--- config.mk ---
export PLATFORM = sky130hd
export DESIGN_NAME = dre_front
export DESIGN_NICKNAME = d
export VERILOG_FILES = /design/src/design/dre_pkg.sv /design/src/design/dre_front.sv
export SDC_FILE = /design/constraint.sdc
export NUM_CORES = 1
export LEC_CHECK = 0
export BUFFER_PORTS_ARGS = -buffer_cell sky130_fd_sc_hd__buf_2
export CELL_PAD_IN_SITES_DETAIL_PLACEMENT = 0
export CELL_PAD_IN_SITES_GLOBAL_PLACEMENT = 1
export CORE_MARGIN = 2
export CORE_UTILIZATION = 42
export DETAILED_ROUTE_END_ITERATION = 16
export GPL_ROUTABILITY_DRIVEN = 1
export PLACE_DENSITY_LB_ADDON = 0.2
export SLEW_MARGIN = 0
export SYNTH_ARGS = -nofsm -noshare
export SYNTH_HDL_FRONTEND = slang
export SYNTH_SLANG_ARGS = --single-unit
--- constraint.sdc ---
create_clock -name clk -period 3 [get_ports clk]
set_clock_uncertainty 0.15 [all_clocks]
set_input_delay 0.6 -clock clk [delete_from_list [all_inputs] [get_ports clk]]
set_output_delay 0.6 -clock clk [all_outputs]
set_load 0.01 [all_outputs]
--- src/design/dre_pkg.sv ---
// Shared types, constants and helpers for the dirty rectangle extractor.
`default_nettype none
package dre_pkg;

  localparam int LINE_PIXELS_DEF = 160;
  localparam int MAX_LINES_DEF   = 256;
  localparam int QUEUE_DEPTH_DEF = 256;

  localparam int CFG_IDX_W  = 2;
  localparam int CFG_DATA_W = 9;

  localparam logic [CFG_IDX_W-1:0] REG_FRAME_WIDTH  = 2'd0;
  localparam logic [CFG_IDX_W-1:0] REG_FRAME_HEIGHT = 2'd1;
  localparam logic [CFG_IDX_W-1:0] REG_SCALE        = 2'd2;

  localparam logic [7:0] FRAME_WIDTH_RST  = 8'd160;
  localparam logic [8:0] FRAME_HEIGHT_RST = 9'd210;
  localparam logic [1:0] SCALE_RST        = 2'd2;

  localparam logic CMD_PIXEL = 1'b0;
  localparam logic CMD_DRAIN = 1'b1;

  typedef struct packed {
    logic       cmd;
    logic [7:0] new_pixel;
    logic [7:0] old_pixel;
    logic       redraw_all;
  } in_item_t;

  typedef struct packed {
    logic       rect_valid;
    logic [9:0] rect_x;
    logic [9:0] rect_y;
    logic [9:0] rect_width;
    logic [9:0] rect_height;
    logic [7:0] rect_color;
    logic       queue_empty;
    logic       overflow;
  } out_item_t;

  // Classified item handed from the front end to the back end.
  typedef struct packed {
    logic       cmd;
    logic       changed;
    logic [7:0] color;
  } front_item_t;

  typedef struct packed {
    logic [7:0] color;
    logic [7:0] x;
    logic [7:0] y;
    logic [8:0] w;
    logic [8:0] h;
  } run_t;

  typedef struct packed {
    logic [8:0] effw;
    logic [8:0] effh;
    logic [1:0] scale;
  } cfg_t;

  typedef enum logic [3:0] {
    ST_IDLE,
    ST_WALK_RD,
    ST_WALK_EV,
    ST_REST_RD,
    ST_REST_EV,
    ST_FRAME_RD,
    ST_FRAME_EV,
    ST_POP,
    ST_OUT
  } ctl_state_t;

  function automatic logic [9:0] sat10(input logic [11:0] v);
    logic [9:0] r;
    r = (v > 12'd1023) ? 10'd1023 : v[9:0];
    return r;
  endfunction

endpackage
`default_nettype wire

--- src/design/dre_front.sv ---
// Input queue that accepts items and classifies pixels as changed or not.
`default_nettype none
module dre_front (
  input  logic                 clk,
  input  logic                 rst,
  input  logic                 in_valid,
  output logic                 in_stall,
  input  dre_pkg::in_item_t    in_data,
  output logic                 item_valid,
  output dre_pkg::front_item_t item,
  input  logic                 item_take
);
  import dre_pkg::*;

  front_item_t ent [2];
  logic        wptr;
  logic        rptr;
  logic [1:0]  count;
  logic        push;
  logic        pop;
  front_item_t cls;

  assign in_stall   = (count == 2'd2);
  assign push       = in_valid && !in_stall;
  assign item_valid = (count != 2'd0);
  assign item       = ent[rptr];
  assign pop        = item_take && item_valid;

  always_comb begin
    cls.cmd     = in_data.cmd;
    cls.changed = (in_data.new_pixel != in_data.old_pixel) || in_data.redraw_all;
    cls.color   = in_data.new_pixel;
  end

  always_ff @(posedge clk) begin
    if (push) begin
      ent[wptr] <= cls;
    end
  end

  always_ff @(posedge clk) begin
    if (rst) begin
      wptr  <= 1'b0;
      rptr  <= 1'b0;
      count <= 2'd0;
    end else begin
      if (push) begin
        wptr <= ~wptr;
      end
      if (pop) begin
        rptr <= ~rptr;
      end
      count <= count + {1'b0, push} - {1'b0, pop};
    end
  end

endmodule
`default_nettype wire

* Word-level counts from Yosys, hierarchy flattened
Memories as Yosys holds them, arrays and structs flattened. A register that Yosys moved wholly into a read port is not among the register bits.
Index checks and enable logic that the tools add are counted.
** Operators by class
- Bitwise gates (word level) :: 2
- Mux-type cells :: 4
- Reduce and logical (&&, ||, !) cells :: 5
- Equal/unequal tests :: 2
- $add $sub $neg :: 2
** Operators with widths (number)
- $ne A8 B8 Y1 :: 1
- $mux W1 :: 4
- $add A2 B1 Y2 :: 1
- $eq A2 B2 Y1 const B :: 1
- $logic_and A1 B1 Y1 :: 2
- $not A1 Y1 :: 2
- $reduce_bool A2 Y1 :: 1
- $sub A2 B1 Y2 :: 1
- $logic_not A1 Y1 :: 1
- $logic_or A1 B1 Y1 :: 1
** Word-level totals
- Word-level logic and storage cells :: 19
- Memories kept :: 1
- Input port bits :: 22
- Memory bits (writable) :: 20
- Bits in registers :: 4
** Memory list
- ent :: words 2, width 10, read ports 1, clocked after memory_dff 1, wr ports 1, RTL line dre_front.sv:15 : front_item_t ent [2];

* Logic depth before layout (Yosys ltp)
Gate-level depths: netlist of run 1.
- Depth after elaboration :: 5
- Depth in mapped cells :: 8
- Depth with buffers taken out :: 8

* Worst setup path before layout of run 1
No wires, ideal clock.
- Path type :: input -> register
- Start :: in item_take
- End :: reg count[1]
- Buffers on the path :: 0
- Data arrival time :: 1.512 ns
- Stages on the path :: 7
- Slack :: 1.223 ns
- Library setup time :: 0.115 ns
- Cell sequence :: o21a_1 > ha_1 > inv_1 > ha_1 > xor2_1 > xnor2_1 > nor2_1
** On the way
- Longest elaborated chain between the ends :: 2
** RTL lines
- start: declaration :: RTL line dre_front.sv:11 : input logic item_take
- $logic_and A1 B1 Y1 :: RTL line dre_front.sv:27 : assign pop = item_take && item_valid;
- $sub A2 B1 Y2 :: RTL line dre_front.sv:53 : count <= count + {1'b0, push} - {1'b0, pop};
- end signal: assignment :: RTL line dre_front.sv:53
- end: declaration :: RTL line dre_front.sv:18 : logic [1:0] count;
No other way between the ends.
A chain may end at the register's enable or synchronous reset.

==> results of run 1 <==
-- worst max-delay path by stage --
| stage | cells past startpoint | slack [ps] | endpoint | start |
|---|---|---|---|---|
| 2_1_floorplan | 7 | 1220 | count[1]$_SDFF_PP0_ | item_take |
| 3_3_place_gp | 4 | 1040 | ent[0][4]$_DFFE_PP_ | in_valid |
| 3_5_place_dp | 4 | 1060 | ent[0][2]$_DFFE_PP_ | in_valid |
| 4_1_cts | 2 | 760 | item[1] | flop |
| 5_1_grt | 2 | 710 | item[1] | flop |
| 6_report | 2 | 790 | item[1] | flop |
-- Yosys cell counts, drive strengths merged, types with 2 or more instances --
master,instances,area share
edfxtp,20,0.58
xor2,2,0.017
ha,2,0.024
inv,4,0.014
mux2,10,0.11
nor2,3,0.011
xnor2,9,0.076
dfxtp,5,0.096
-- layout make-up --
cell class / count / area, um^2 / share of cell area
Multi-Input combinational cell: 38 / 319 / 0.252
Tap cell: 30 / 37.5 / 0.0297
Sequential cell: 25 / 701 / 0.554
Clock inverter: 1 / 5.00 / 0.00396
Inverter: 4 / 15.0 / 0.0119
Timing Repair Buffer: 33 / 165 / 0.131
Clock buffer: 3 / 22.5 / 0.0178
-- where the power goes --
part           internal, mW  switching (mW)
clock network        0.0497          0.0924
registers             0.432          0.0374
logic                 0.137           0.117
total                 0.619           0.247
-- state kept, by name, summed over array words and instances, names as in the netlist, named ones only --
name	flops
ent	20
rptr	1
count	2
wptr	1
-- cell families (layout without fill, tap and decap cells) --
family	count (synthesis)	count (layout)	synth area share
muxes	10	10	0.108
and+or+nand+nor	12	12	0.0650
adders and majority gates	2	2	0.0241
xor gates and xnor gates	11	11	0.0927
buffers and inverters	5	41	0.0192
DFF	25	25	0.674
AOI/OAI and AO/OA	3	3	0.0168
-- routing by layer --
layer  global-route usage  routed length (um)  vias up
met5                    0                   0        -
met1                0.129                 640      283
met2                0.195                 805       12
met3               0.0250                  72        2
met4               0.0641                  15        0
li1                     -                   -      315
-- stage by stage --
step           instances  worst slack [ps]  total power, mW  hold slack [ps]  utilization
2_1_floorplan         68              1220            0.648              302            -
3_3_place_gp         130              1040            0.737              326        0.513
3_5_place_dp         130              1060            0.739              344        0.513
4_1_cts              134               757            0.880              321        0.525
5_1_grt              134               714            0.924              313        0.525
6_report             134               791            0.866              331        0.525
==> impl_metrics.json, run 1 <==
{
  "layout_common_cells": "33 x buf_2, 20 x edfxtp_1, 10 x mux2_2",
  "gr-total-overflow": 0,
  "ys_types": 21,
  "min_from": "in_data[17]",
  "max_freq_mhz": 453,
  "numPortBuffers": 33,
  "maxSlewHeadroom": 0.679,
  "antenna_found_initial": 0,
  "p_per_area_nw_per_um2": 684,
  "synth_warnings": 0,
  "crit_buf_inv": 1,
  "cp-start-kind": "flop",
  "cts_made_buffers": 3,
  "antennaDiodeCount": 0,
  "seq_area_frac_synth": 0.674,
  "crit_family": "flip-flops",
  "worst_path_max_delay_cell": "dfxtp_1",
  "fillCellCount": 223,
  "avgRoutedWirePerCell_um": 11.4,
  "cp.required_ps": 2250,
  "final_max_slew_viol_count": 0,
  "critical-path-max-stage-delay_ps": 620,
  "postRouteAntennaNets": 0,
  "core_area_um2": 2410,
  "status": "finished, final reports clean",
  "drt_iter0_drc": 3,
  "hpwl_um": 1160,
  "ios": 34,
  "fp.dieArea_um2": 2890,
  "grt_first_pass_wirelength_um": 2210,
  "crit_type": "flop to output port",
  "clk_pin_slew_ps": 130,
  "r2r_cells": 4,
  "clock_path_buffers": 2,
  "synthCells": 68,
  "cts_tree": "done",
  "die_h_um": 53.8,
  "syn_to_final_growth_pct": 21.7,
  "insertion_delay_ps": 300,
  "via_count": 612,
  "fin_crit_ps": 2210,
  "min_path_type": "primary input to flop",
  "r2r_end": "ent[0][4]$_DFFE_PP_",
  "tns_ps": 0,
  "synth_edf_count": 20,
  "hold_viol": 0,
  "rows": 18,
  "hold_depth": 1,
  "finalWirelength_um": 1530,
  "gp_congestion": 0.664,
  "cts_resized": 0,
  "path_cells": "mux2_2 -> buf_2",
  "drc_errors": 0,
  "final_cell_area_um2": 1260,
  "async_flop_share": 0,
  "avgSynthCellArea_um2": 15.3,
  "htree_levels": 1,
  "drive_above_1_share": 0.471,
  "min_to": "ent[1][9]$_DFFE_PP_",
  "worst_pin_slew_ps": 481,
  "cp_max_fo": 10,
  "synth-main-ff-cell": "edfxtp_1",
  "drv_cap": 0,
  "final_common_cell": "buf_2",
  "endpoint_kind": "output port",
  "cts_root_buffer": "clkbuf_4",
  "ys_seq_elements": 25,
  "rsz0062_at_grt": "false",
  "min_period_over_period": 0.736,
  "vdd_drop_max_v": 0.000436,
  "postPlaceCellArea_um2": 1240,
  "critical_path_arrival_ps": 1460,
  "start_util": 0.431,
  "synth_fp_nets": 92,
  "nets": 129,
  "post_cts_buffers": 0,
  "grt_start_max_net_pins": 15,
  "viasPerCell": 4.57,
  "setup_viol": 0,
  "synth_area_um2": 1040,
  "rrSetupSlack_ps": 1280,
  "die_x_um": 53.8,
  "drt-pass1-iter-count": 2,
  "hold_buffers": 0,
  "globalRouteTotalUtil": 0.113,
  "grt_pass1_vias": 512,
  "regToRegStartpoint": "count[0]$_SDFF_PP0_",
  "leakagePower_nw": 0.510,
  "cts_sinks": 25
}
(Power assumes the default switching activity.)
==> run 2: changes to the inputs <==
--- a/config.mk
+++ b/config.mk
@@ -5,11 +5,12 @@
 export SDC_FILE = /design/constraint.sdc
 export NUM_CORES = 1
 export LEC_CHECK = 0
+export ABC_AREA = 1
 export BUFFER_PORTS_ARGS = -buffer_cell sky130_fd_sc_hd__buf_2
 export CELL_PAD_IN_SITES_DETAIL_PLACEMENT = 0
 export CELL_PAD_IN_SITES_GLOBAL_PLACEMENT = 1
 export CORE_MARGIN = 2
-export CORE_UTILIZATION = 42
+export CORE_UTILIZATION = 38
 export DETAILED_ROUTE_END_ITERATION = 16
 export GPL_ROUTABILITY_DRIVEN = 1
 export PLACE_DENSITY_LB_ADDON = 0.2
==> constraint.sdc (replaced) <==
create_clock -name clk -period 2.3 [get_ports clk]
set_clock_uncertainty 0.15 [all_clocks]
set_input_delay 0.46 -clock clk [delete_from_list [all_inputs] [get_ports clk]]
set_output_delay 0.46 -clock clk [all_outputs]
set_load 0.01 [all_outputs]
==> run 2 against run 1 <==
- the run now ends with design-rule violations left
- via count is 24% higher
- worst setup slack worse by 580 ps
- synthesized cell count is 49% higher
- power is 41% higher
- sequential share of layout area is 4.5 points lower
- non-clock buffer count is 2 higher
- wire length is 26% higher
- flip-flop and latch count stayed put
- critical path type unchanged
==> impl_metrics.json, run 2 <==
{
  "status": "finished with violations",
  "violations": "design-rule violations",
  "cp-start-kind": "flop",
  "antenna_found_initial": 0,
  "drt-pass1-iter-count": 10,
  "final_max_slew_viol_count": 0,
  "layout_common_cells": "33 x buf_2, 20 x edfxtp_1, 19 x inv_1, 19 x nand2_1, 9 x nor2_1",
  "largest_register_ffs": 20,
  "ys_seq_elements": 25,
  "cp.required_ps": 1690,
  "wl_met2_um": 921,
  "final_util": 0.491,
  "synth_fp_nets": 125,
  "postRouteAntennaNets": 0,
  "synth_warnings": 0,
  "avgRoutedWirePerCell_um": 11.4,
  "core_area_um2": 2810,
  "antennaDiodeCount": 0,
  "htree_levels": 1,
  "synth_common_cells": "20 x edfxtp_1, 19 x inv_1, 19 x nand2_1, 9 x nor2_1, 6 x mux2_2",
  "wl_met1_um": 862,
  "synthCells": 101,
  "endpoint_kind": "output port",
  "vdd_drop_max_v": 0.000388,
  "die_x_um": 58.9,
  "syn_to_final_growth_pct": 20.5,
  "min_path_type": "primary input to flop",
  "drt_iter0_drc": 18,
  "viasPerCell": 4.46,
  "wl_met3_um": 132,
  "tns_ps": 0,
  "via_count": 758,
  "post_cts_buffers": 0,
  "leakagePower_nw": 0.647,
  "cts_sinks": 25,
  "synth_area_leaders": "edfxtp_1 53%, dfxtp_1 8.8%, inv_1 6.2%",
  "top_layer_used": "met4",
  "seq_area_frac_synth": 0.613,
  "hold_buffers": 0,
  "gr-total-overflow": 0,
  "grt_first_pass_wirelength_um": 3320,
  "cp_max_fo": 10,
  "synth-main-ff-cell": "edfxtp_1",
  "final_common_cell": "buf_2",
  "die_h_um": 58.9,
  "clk_pin_slew_ps": 130,
  "avgSynthCellArea_um2": 11.3,
  "max_freq_mhz": 478,
  "rsz0062_at_grt": "false",
  "drv_cap": 0,
  "maxSlewHeadroom": 0.619,
  "clock_path_buffers": 2,
  "top_register": "ent",
  "synth_top_area_frac": 0.525,
  "grt_start_max_net_pins": 14,
  "fin_crit_ps": 2090,
  "yosys.area.top_type": "edfxtp_1",
  "yosys.cell_count.top_type": "edfxtp_1",
  "cts_tree": "done",
  "synth_edf_count": 20,
  "grt_pass1_vias": 773,
  "drc_errors": 3,
  "cts_made_buffers": 3,
  "p_per_area_nw_per_um2": 886,
  "rows": 19,
  "fp.dieArea_um2": 3460,
  "hpwl_um": 1530,
  "finalWirelength_um": 1930,
  "nets": 164,
  "start_util": 0.408,
  "worst_pin_slew_ps": 571,
  "numPortBuffers": 33,
  "globalRouteTotalUtil": 0.127,
  "ys_types": 18,
  "setup_viol": 0,
  "async_flop_share": 0,
  "critical_path_arrival_ps": 1480,
  "synth_area_um2": 1140,
  "min_period_over_period": 0.910,
  "cts_resized": 0,
  "ios": 34,
  "top_regs": "ent: 20 flops, count: 2 flops",
  "insertion_delay_ps": 300,
  "cts_root_buffer": "clkbuf_4",
  "drive_above_1_share": 0.367,
  "gp_congestion": 0.755,
  "hold_viol": 0,
  "crit_type": "flop to output port"
}
==> run 2: cell count changes in the layout (fill, tap and decap cells not counted), sizes merged, moves of 2 or more <==
cell   delta
xnor2     -9
nand2    +20
inv      +17
o21ai     +2
a21oi     +2
nor2      +7
buf       +2
==> run 2: metal layers <==
metal  vias up  GRT usage
li1        401          -
met1       334      0.168
met2        21      0.213
met3         2     0.0242
met4         0     0.0390
met5         -          0
==> run 2: worst max-delay path, stage by stage (launching register included) <==
cell	delay (ps)
dfxtp_1	640
mux2_2	400
buf_2	140
==> run 2: cell families after synthesis <==
| kind of cell | after synthesis | share of synthesized area |
|---|---|---|
| buffers and inverters | 22 | 0.0788 |
| and+or+nand+nor | 33 | 0.126 |
| muxes | 10 | 0.0985 |
| adders and majority gates | 2 | 0.0219 |
| xor gates and xnor gates | 3 | 0.0230 |
| AOI/OAI and AO/OA | 6 | 0.0394 |
| DFF | 25 | 0.613 |
==> run 2: path summary, 6_finish.rpt <==
path,startpoint,to,slack (ps),depth (start not counted)
worst max-delay path,flop,item[5],210,2
worst min-delay path,rst,count[0]$_SDFF_PP0_,150,2
worst max register to register,count[0]$_SDFF_PP0_,count[1]$_SDFF_PP0_,580,11
worst min register to register,rptr$_SDFFE_PP0P_,rptr$_SDFFE_PP0P_,350,2
==> run 2: layout make-up <==
type                    count  area (um^2)
clock buffers               4         26.3
fillers                   269         1430
inverters                  21         78.8
multi-input cells          54          353
flip-flops and latches     25          701
well taps                  31         38.8
repair buffers             35          180
==> run 2: per-stage QoR <==
stage / hold slack [ps] / instance area [um^2] / setup slack [ps] / cells / total power [mW]
floorplan: 319 / 1140 / 669 / 101 / 0.911
global placement: 339 / 1350 / 526 / 166 / 1.04
detailed placement: 341 / 1350 / 523 / 166 / 1.05
CTS: 151 / 1380 / 169 / 170 / 1.24
global route: 144 / 1380 / 108 / 170 / 1.32
finish: 155 / 1380 / 207 / 170 / 1.22
==> run 2: power breakdown <==
group / switching, mW / internal (mW)
clock: 0.123 / 0.0676
combinational: 0.217 / 0.183
sequential: 0.0531 / 0.577
total: 0.393 / 0.828
==> run 3: changes to the inputs <==
--- a/config.mk
+++ b/config.mk
@@ -9,8 +9,7 @@
 export BUFFER_PORTS_ARGS = -buffer_cell sky130_fd_sc_hd__buf_2
 export CELL_PAD_IN_SITES_DETAIL_PLACEMENT = 0
 export CELL_PAD_IN_SITES_GLOBAL_PLACEMENT = 1
-export CORE_MARGIN = 2
-export CORE_UTILIZATION = 38
+export CORE_UTILIZATION = 34
 export DETAILED_ROUTE_END_ITERATION = 16
 export GPL_ROUTABILITY_DRIVEN = 1
 export PLACE_DENSITY_LB_ADDON = 0.2
==> constraint.sdc (replaced) <==
create_clock -name clk -period 1.8 [get_ports clk]
set_clock_uncertainty 0.15 [all_clocks]
set_input_delay 0.36 -clock clk [delete_from_list [all_inputs] [get_ports clk]]
set_output_delay 0.36 -clock clk [all_outputs]
set_load 0.01 [all_outputs]
==> run 3 against run 2 <==
- the run now ends clean
- critical path type unchanged
- design area is 11% higher
- global-route usage is 0.19 points lower
- critical path depth is 1 higher
- worst hold slack worse by 120 ps
- worst setup slack worse by 170 ps
- combinational power is 80% higher
- via count is 2.0% higher
- die area is 3.9% higher
- cell count is 9.4% higher
- wire length is 0.16% higher
- first-iteration DRC count is 61% lower
==> impl_metrics.json, run 3 (synthesis results as in run 2) <==
{
  "post_cts_buffers": 0,
  "drc_errors": 0,
  "gr-total-overflow": 0,
  "avgRoutedWirePerCell_um": 10.4,
  "fp.dieArea_um2": 3600,
  "hold_viol": 0,
  "antenna_found_initial": 0,
  "clk_pin_slew_ps": 130,
  "min_period_over_period": 0.980,
  "min_path_type": "primary input to flop",
  "vdd_drop_max_v": 0.000420,
  "grt_start_max_net_pins": 15,
  "postRouteAntennaNets": 0,
  "clock_path_buffers": 2,
  "grt_pass1_vias": 749,
  "drt-pass1-iter-count": 2,
  "fin_crit_ps": 1760,
  "antennaDiodeCount": 0,
  "largest_register_ffs": 20,
  "ios": 34,
  "final_util": 0.489,
  "cts_made_buffers": 3,
  "layout_common_cells": "23 x buf_2, 20 x edfxtp_1, 19 x inv_1, 19 x nand2_1, 12 x buf_6",
  "pre_cts_ws_ps": 103,
  "viasPerCell": 4.16,
  "htree_levels": 1,
  "worst_pin_slew_ps": 230,
  "gp_congestion": 0.754,
  "drt_iter0_drc": 7,
  "via_count": 773,
  "path_cells": "buf_6 -> mux2_4 -> buf_6",
  "rows": 20,
  "nets": 167,
  "hpwl_um": 1390,
  "rsz0062_at_grt": "true",
  "crit_type": "flop to output port",
  "die_h_um": 60.0,
  "p_per_area_nw_per_um2": 1150,
  "start_util": 0.366,
  "die_x_um": 60.0,
  "cts_sinks": 25,
  "cp.required_ps": 1290,
  "insertion_delay_ps": 310,
  "top_register": "ent",
  "grt_first_pass_wirelength_um": 3190,
  "top_regs": "ent: 20 flops, count: 2 flops",
  "hold_buffers": 0,
  "cts_tree": "done",
  "numPortBuffers": 33,
  "core_area_um2": 3130,
  "final_common_cell": "buf_2",
  "path_common_cell": "buf_6",
  "drv_cap": 0,
  "drive_above_1_share": 0.437,
  "cp-start-kind": "flop",
  "setup_viol": 0,
  "leakagePower_nw": 0.727,
  "syn_to_final_growth_pct": 33.7,
  "endpoint_kind": "output port",
  "globalRouteTotalUtil": 0.126,
  "layout_setup_ws_ps": 36.7,
  "cts_root_buffer": "clkbuf_4",
  "critical-path-max-stage-delay_ps": 370,
  "max_freq_mhz": 567,
  "finalWirelength_um": 1930,
  "critical_path_arrival_ps": 1250,
  "cp_max_fo": 5,
  "final_max_slew_viol_count": 0,
  "status": "finished, final reports clean",
  "maxSlewHeadroom": 0.846,
  "worst_path_max_delay_cell": "dfxtp_2"
}
-- run 3: changes by cell type in the layout (fill, tap and decap cells not counted) --
cell,previous run,this run
buf_2,33,23
buf_4,2,3
buf_6,0,12
clkbuf_1,1,0
clkinv_2,0,1
dfxtp_1,5,2
dfxtp_2,0,3
mux2_1,4,0
mux2_2,6,0
mux2_4,0,10
-- run 3: stage by stage --
step / total power, mW / cells / hold WS, ps / cell area, um^2 / TNS, ps
floorplan: 1.16 / 101 / 281 / 1140 / 0
global placement: 1.34 / 181 / 337 / 1380 / 0
detailed placement: 1.36 / 181 / 343 / 1380 / 0
CTS: 1.71 / 186 / 36.7 / 1480 / -89.9
global route: 1.88 / 186 / 19.8 / 1530 / -326
finish: 1.75 / 186 / 39.2 / 1530 / 0
-- run 3: final timing paths --
kind                                     startpoint             endpoint  slack [ps]  cells after the start
worst min register to register    rptr$_SDFFE_PP0P_                 flop         360                      2
worst max-delay path                           flop              item[8]          40                      3
worst max register to register  count[1]$_SDFF_PP0_  count[1]$_SDFF_PP0_         100                     11
worst min-delay path                            rst  count[0]$_SDFF_PP0_          40                      2
-- run 3: repair_timing --
item / in CTS / in global routing
endpoints found under the setup margin: 10 / 11
gates resized for setup: 15 / 11
cloned: 1 / 0
-- run 3: layer usage --
layer,GRT usage,vias to the layer above,part of all wire
li1,-,407,-
met1,0.164,344,0.49
met2,0.197,20,0.46
met3,0.0281,2,0.038
met4,0.0598,0,0.0067
met5,0,-,0
-- run 3: area by class of cell --
cell class	count	area (um^2)
Multi-Input combinational cell	54	390
Clock inverter	1	5.00
Inverter	21	78.8
Timing Repair Buffer	38	273
Fill cell	304	1600
Clock buffer	3	22.5
Tap cell	44	55.1
Sequential cell	25	704
-- run 3: critical path, delay by kind of cell, from the launching register on --
kind                   cells  cell delay (ps)
muxes                      1              310
buffers and inverters      2              260
DFF                        1              370
-- run 3: power by group --
| group | total (mW) | switching (mW) | internal (mW) | leakage, nW |
|---|---|---|---|---|
| sequential | 0.789 | 0.0462 | 0.743 | 0.223 |
| clock | 0.244 | 0.161 | 0.0830 | 0.0177 |
| combinational | 0.718 | 0.340 | 0.379 | 0.486 |
| total | 1.75 | 0.547 | 1.20 | 0.727 |
